## src/sv/sli_pkg.sv

```systemverilog
// Shared types and codes of the sequential list insert and delete block.
package sli_pkg;

    // Operation codes carried on the op field of a request.
    localparam logic [1:0] OP_INSERT = 2'd0;
    localparam logic [1:0] OP_GET    = 2'd1;
    localparam logic [1:0] OP_DELETE = 2'd2;
    localparam logic [1:0] OP_CLEAR  = 2'd3;

    // Status codes carried on the status field of a result.
    localparam logic [1:0] ST_OK      = 2'd0;
    localparam logic [1:0] ST_BAD_POS = 2'd1;
    localparam logic [1:0] ST_FULL    = 2'd2;

    // Width of the public fields.
    localparam int unsigned OP_W     = 2;
    localparam int unsigned POS_W    = 8;
    localparam int unsigned PORT_W   = 32;
    localparam int unsigned COUNT_W  = 7;
    localparam int unsigned STATUS_W = 2;

    // Control state of the sequencer.
    typedef enum logic [1:0] {
        S_IDLE = 2'b01,
        S_SCAN = 2'b10
    } t_state;

    // Commands broadcast from the sequencer to every cell of the row.
    typedef struct packed {
        logic ins;      // shift up above the point and write the word at the point
        logic del;      // shift down from the point upwards
        logic rd_load;  // copy the entries into the read-out chain
        logic rd_shift; // move the read-out chain one place towards cell zero
    } t_cell_cmd;

endpackage

```

## src/sv/sli_cell.sv

```systemverilog
// One list position: an entry register and one stage of the read-out chain.
module sli_cell #(
    parameter int unsigned WORD_BITS = 32,
    parameter int unsigned CW        = 7,
    parameter int unsigned IDX       = 0
) (
    input  logic                  i_clk,
    input  sli_pkg::t_cell_cmd    i_cmd,
    input  logic [CW-1:0]         i_point,
    input  logic [WORD_BITS-1:0]  i_word,
    input  logic [WORD_BITS-1:0]  i_left_entry,
    input  logic [WORD_BITS-1:0]  i_right_entry,
    input  logic [WORD_BITS-1:0]  i_right_rc,
    output logic [WORD_BITS-1:0]  o_entry,
    output logic [WORD_BITS-1:0]  o_rc
);

    localparam logic [CW-1:0] MY_IDX = CW'(IDX);

    logic [WORD_BITS-1:0] r_entry;
    logic [WORD_BITS-1:0] n_entry;
    logic [WORD_BITS-1:0] r_rc;
    logic [WORD_BITS-1:0] n_rc;

    // Entry update: take the lower neighbour on insert, the upper one on delete.
    always_comb begin
        n_entry = r_entry;
        if (i_cmd.ins) begin
            if (MY_IDX > i_point) begin
                n_entry = i_left_entry;
            end else if (MY_IDX == i_point) begin
                n_entry = i_word;
            end
        end else if (i_cmd.del) begin
            if (MY_IDX >= i_point) begin
                n_entry = i_right_entry;
            end
        end
    end

    // Read-out chain: a snapshot of the entry that walks towards cell zero.
    always_comb begin
        n_rc = r_rc;
        if (i_cmd.rd_load) begin
            n_rc = r_entry;
        end else if (i_cmd.rd_shift) begin
            n_rc = i_right_rc;
        end
    end

    // Payload registers need no reset.
    always_ff @(posedge i_clk) begin
        r_entry <= n_entry;
        r_rc    <= n_rc;
    end

    assign o_entry = r_entry;
    assign o_rc    = r_rc;

endmodule

```

## config.mk

```make
export PLATFORM = sky130hd
export DESIGN_NAME = sli_cell
export DESIGN_NICKNAME = d
export VERILOG_FILES = /design/src/sv/sli_pkg.sv /design/src/sv/sli_cell.sv
export SDC_FILE = /design/constraint.sdc
export NUM_CORES = 1
export LEC_CHECK = 0
export ABC_AREA = 1
export BUFFER_PORTS_ARGS = -buffer_cell sky130_fd_sc_hd__buf_2
export CAP_MARGIN = 20
export CELL_PAD_IN_SITES_DETAIL_PLACEMENT = 0
export CELL_PAD_IN_SITES_GLOBAL_PLACEMENT = 1
export CORE_MARGIN = 3
export CORE_UTILIZATION = 26
export CTS_CLUSTER_DIAMETER = 200
export DETAILED_ROUTE_END_ITERATION = 7
export GPL_ROUTABILITY_DRIVEN = 0
export HOLD_SLACK_MARGIN = 0.12
export PLACE_DENSITY_LB_ADDON = 0.1
export SETUP_SLACK_MARGIN = 0.1
export SLEW_MARGIN = 30
export SYNTH_ARGS = -nofsm -noshare
export SYNTH_HDL_FRONTEND = slang
export SYNTH_SLANG_ARGS = --single-unit
export TNS_END_PERCENT = 10
```

## constraint.sdc

```tcl
create_clock -name i_clk -period 2.2 [get_ports i_clk]
set_input_delay 0.11 -clock i_clk [delete_from_list [all_inputs] [get_ports i_clk]]
set_output_delay 0.11 -clock i_clk [all_outputs]
set_load 0.02 [all_outputs]
```

==> flow_metrics.py <==
metrics = {
    "clock_network": {
        "clock_sinks": 64,
        "path_clk_slew_ps": 60,
        "post_cts_buffers": 0,
        "cts.path.max_buffers": 2,
        "cts-root-buf": "clkbuf_16",
        "clk_latency_ps": 320,
        "cts_buffers": 9,
        "htree_levels": 3,
        "postCtsHoldBufs": 96,
        "cts_resized": 0,
        "cts_tree": "built",
    },
    "sta": {
        "max_slew_margin_pct": 43.7,
        "final.min_clock_period_ps": 1370,
        "worst_clock_skew_ps": 4.07,
        "hold_viol_final": 0,
        "final_max_slew_viol_count": 0,
        "tns_ps": 0,
        "setup_viol": 0,
        "hold_slack_ps": 291,
        "worst_pin_slew_ps": 845,
        "grt_setup_unrepaired": "no",
        "fin_crit_sh_pct": 62.2,
        "max_freq_ghz": 0.731,
    },
    "final_layout": {
        "diodes": 0,
        "fin_cells": 694,
        "drive_gt1_share_pct": 37.4,
        "nNetsFinal": 689,
        "syn2layout_area_growth_pct": 73.1,
    },
    "logic_synthesis": {
        "synth_warnings": 0,
        "synth_top_area_share_pct": 65.7,
        "ys_ff_latch": 64,
        "syn_inst": 282,
        "avgSynthCellArea_um2": 10.4,
        "ys_seq_area_share_pct": 65.7,
        "ys_top_cells_by_area": "edfxtp_1, nand2_1, nand2_2, buf_6, clkbuf_8",
        "yosysUniqueCellTypes": 12,
        "syn_area_um2": 2930,
        "syn_nets": 422,
        "synth_top_area_cell": "edfxtp_1",
    },
    "placement": {
        "dp_cells": 582,
        "io_buffers": 171,
        "dp.final_hpwl_um": 5670,
    },
    "min_path": {
        "hp-start": "i_point[6]",
        "min-delay-path-class": "in -> reg",
    },
    "die": {
        "pin_count": 204,
        "start_util_pct": 26.8,
        "rows": 38,
        "core-area_um2": 10900,
        "die_x_um": 112,
        "fp.dieArea_um2": 12600,
        "chipHeight_um": 112,
    },
    "route": {
        "via_per_inst": 3.98,
        "firstDrtPassIters": 4,
        "wl_per_cell_um": 12.8,
        "remaining_drc_errors": 0,
        "routed_wl_um": 8870,
        "via_count": 2763,
        "drt_iter0_markers": 92,
        "ant_nets": 0,
    },
    "global_route": {
        "grt.total_usage_pct": 14.3,
        "grt_overflow": 0,
        "antenna_found_initial": 0,
        "grt_pass1_vias": 2871,
        "grt_max_degree": 34,
        "grt_pass1_wl_um": 14100,
    },
    "worst_setup_path": {
        "reg2reg_from": "o_entry[27]",
        "slowest_delay_ps": 550,
        "required_ps": 2260,
        "critPathMaxFanout": 1,
        "endpoint_kind": "flop",
        "cp_slowest_cell": "dlygate4sd3_1",
        "cp_cell_sequence": "dlygate4sd3_1, buf_2, nand2_1, nand2_1, dlygate4sd3_1",
        "crit_start": "i_right_entry[24]",
        "startpoint_type": "input port",
        "crit_arrival_ps": 1430,
        "critPathKind": "in -> reg",
    },
    "power": {
        "p_leak_nw": 2.45,
        "p_per_area_nw_per_um2": 655,
        "ir_drop_mv": 0.380,
    },
    "run_status": {
        "status": "completed",
    },
    "flow_run": {
        "drv_cap": 0,
    },
}
## per-stage QoR
step	util [%]	cell area (µm²)	total power [W]	setup slack (ps)
4_1_cts	46.3	5070	0.00337	862
3_3_place_gp	34.9	3820	0.00181	661
2_1_floorplan	-	2930	0.00166	562
3_5_place_dp	34.9	3820	0.00181	663
5_1_grt	46.3	5070	0.00348	815
6_report	46.3	5070	0.00332	832
## cells in the mapped netlist (all sizes together)
cell type / instances
nand2: 194
nor2: 4
buf: 9
inv: 4
nand3: 1
or2: 1
clkbuf: 5
edfxtp: 64
## routing by layer
metal | share of wire (%) | global-route usage, % | vias up
met3 | 7.0 | 4.80 | 4
li1 | - | - | 1434
met5 | 0 | 0 | -
met4 | 0.73 | 3.85 | 0
met2 | 52 | 25.8 | 99
met1 | 40 | 16.3 | 1226
## path summary, 6_finish.rpt
| path | end | slack [ps] | cells past startpoint |
|---|---|---|---|
| setup reg to reg | o_rc[27] | 1420 | 2 |
| hold / removal | o_entry[17] | 290 | 4 |
| setup / recovery | o_entry[24] | 830 | 5 |
| hold reg to reg | o_rc[2] | 540 | 2 |
## layout by cell type (no fill, tap or decap)
cell,synthesis,final
nand2_1,179,179
buf_2,0,171
dlygate4sd3_1,0,96
edfxtp_1,64,64
nand2_2,15,15
clkbuf_16,0,9
nor2_1,4,3
inv_8,2,2
inv_1,2,2
clkinv_1,0,2
clkinvlp_4,0,2
clkinv_2,0,2
buf_4,0,2
or2_2,0,1
nand3_1,1,1
nor2_4,0,1
bufinv_16,0,1
buf_12,1,1
## cell families (layout without fill, tap and decap cells)
logic type / Yosys count / in the layout / synth area share [%]
buf+inv: 18 / 290 / 7.27
flops: 64 / 64 / 65.7
simple gates: 200 / 200 / 27.1
## critical path, delay by kind of cell
kind                   cells  cell delay [ps]
buffers and inverters      3             1210
AND/OR/NAND/NOR            2              100
## report_power, final
| group | leakage (nW) | switching (W) | internal (W) |
|---|---|---|---|
| sequential | 0.608 | 0.0000114 | 0.00141 |
| combinational | 1.71 | 0.000244 | 0.000273 |
| clock | 0.136 | 0.000520 | 0.000864 |
## registers in the layout (all words and copies together) (netlist names)
| register | flops |
|---|---|
| o_entry | 32 |
| o_rc | 32 |
## cell type report
cell class              instances  area (µm²)
repair buffers                270        1850
clock inverters                 7        62.6
flip-flops and latches         64        1920
clock buffers                   9         225
well taps                     140         175
inverters                       4        30.0
fillers                      1064        5870
multi-input cells             200         800
Power figures use the tool's default switching activity.
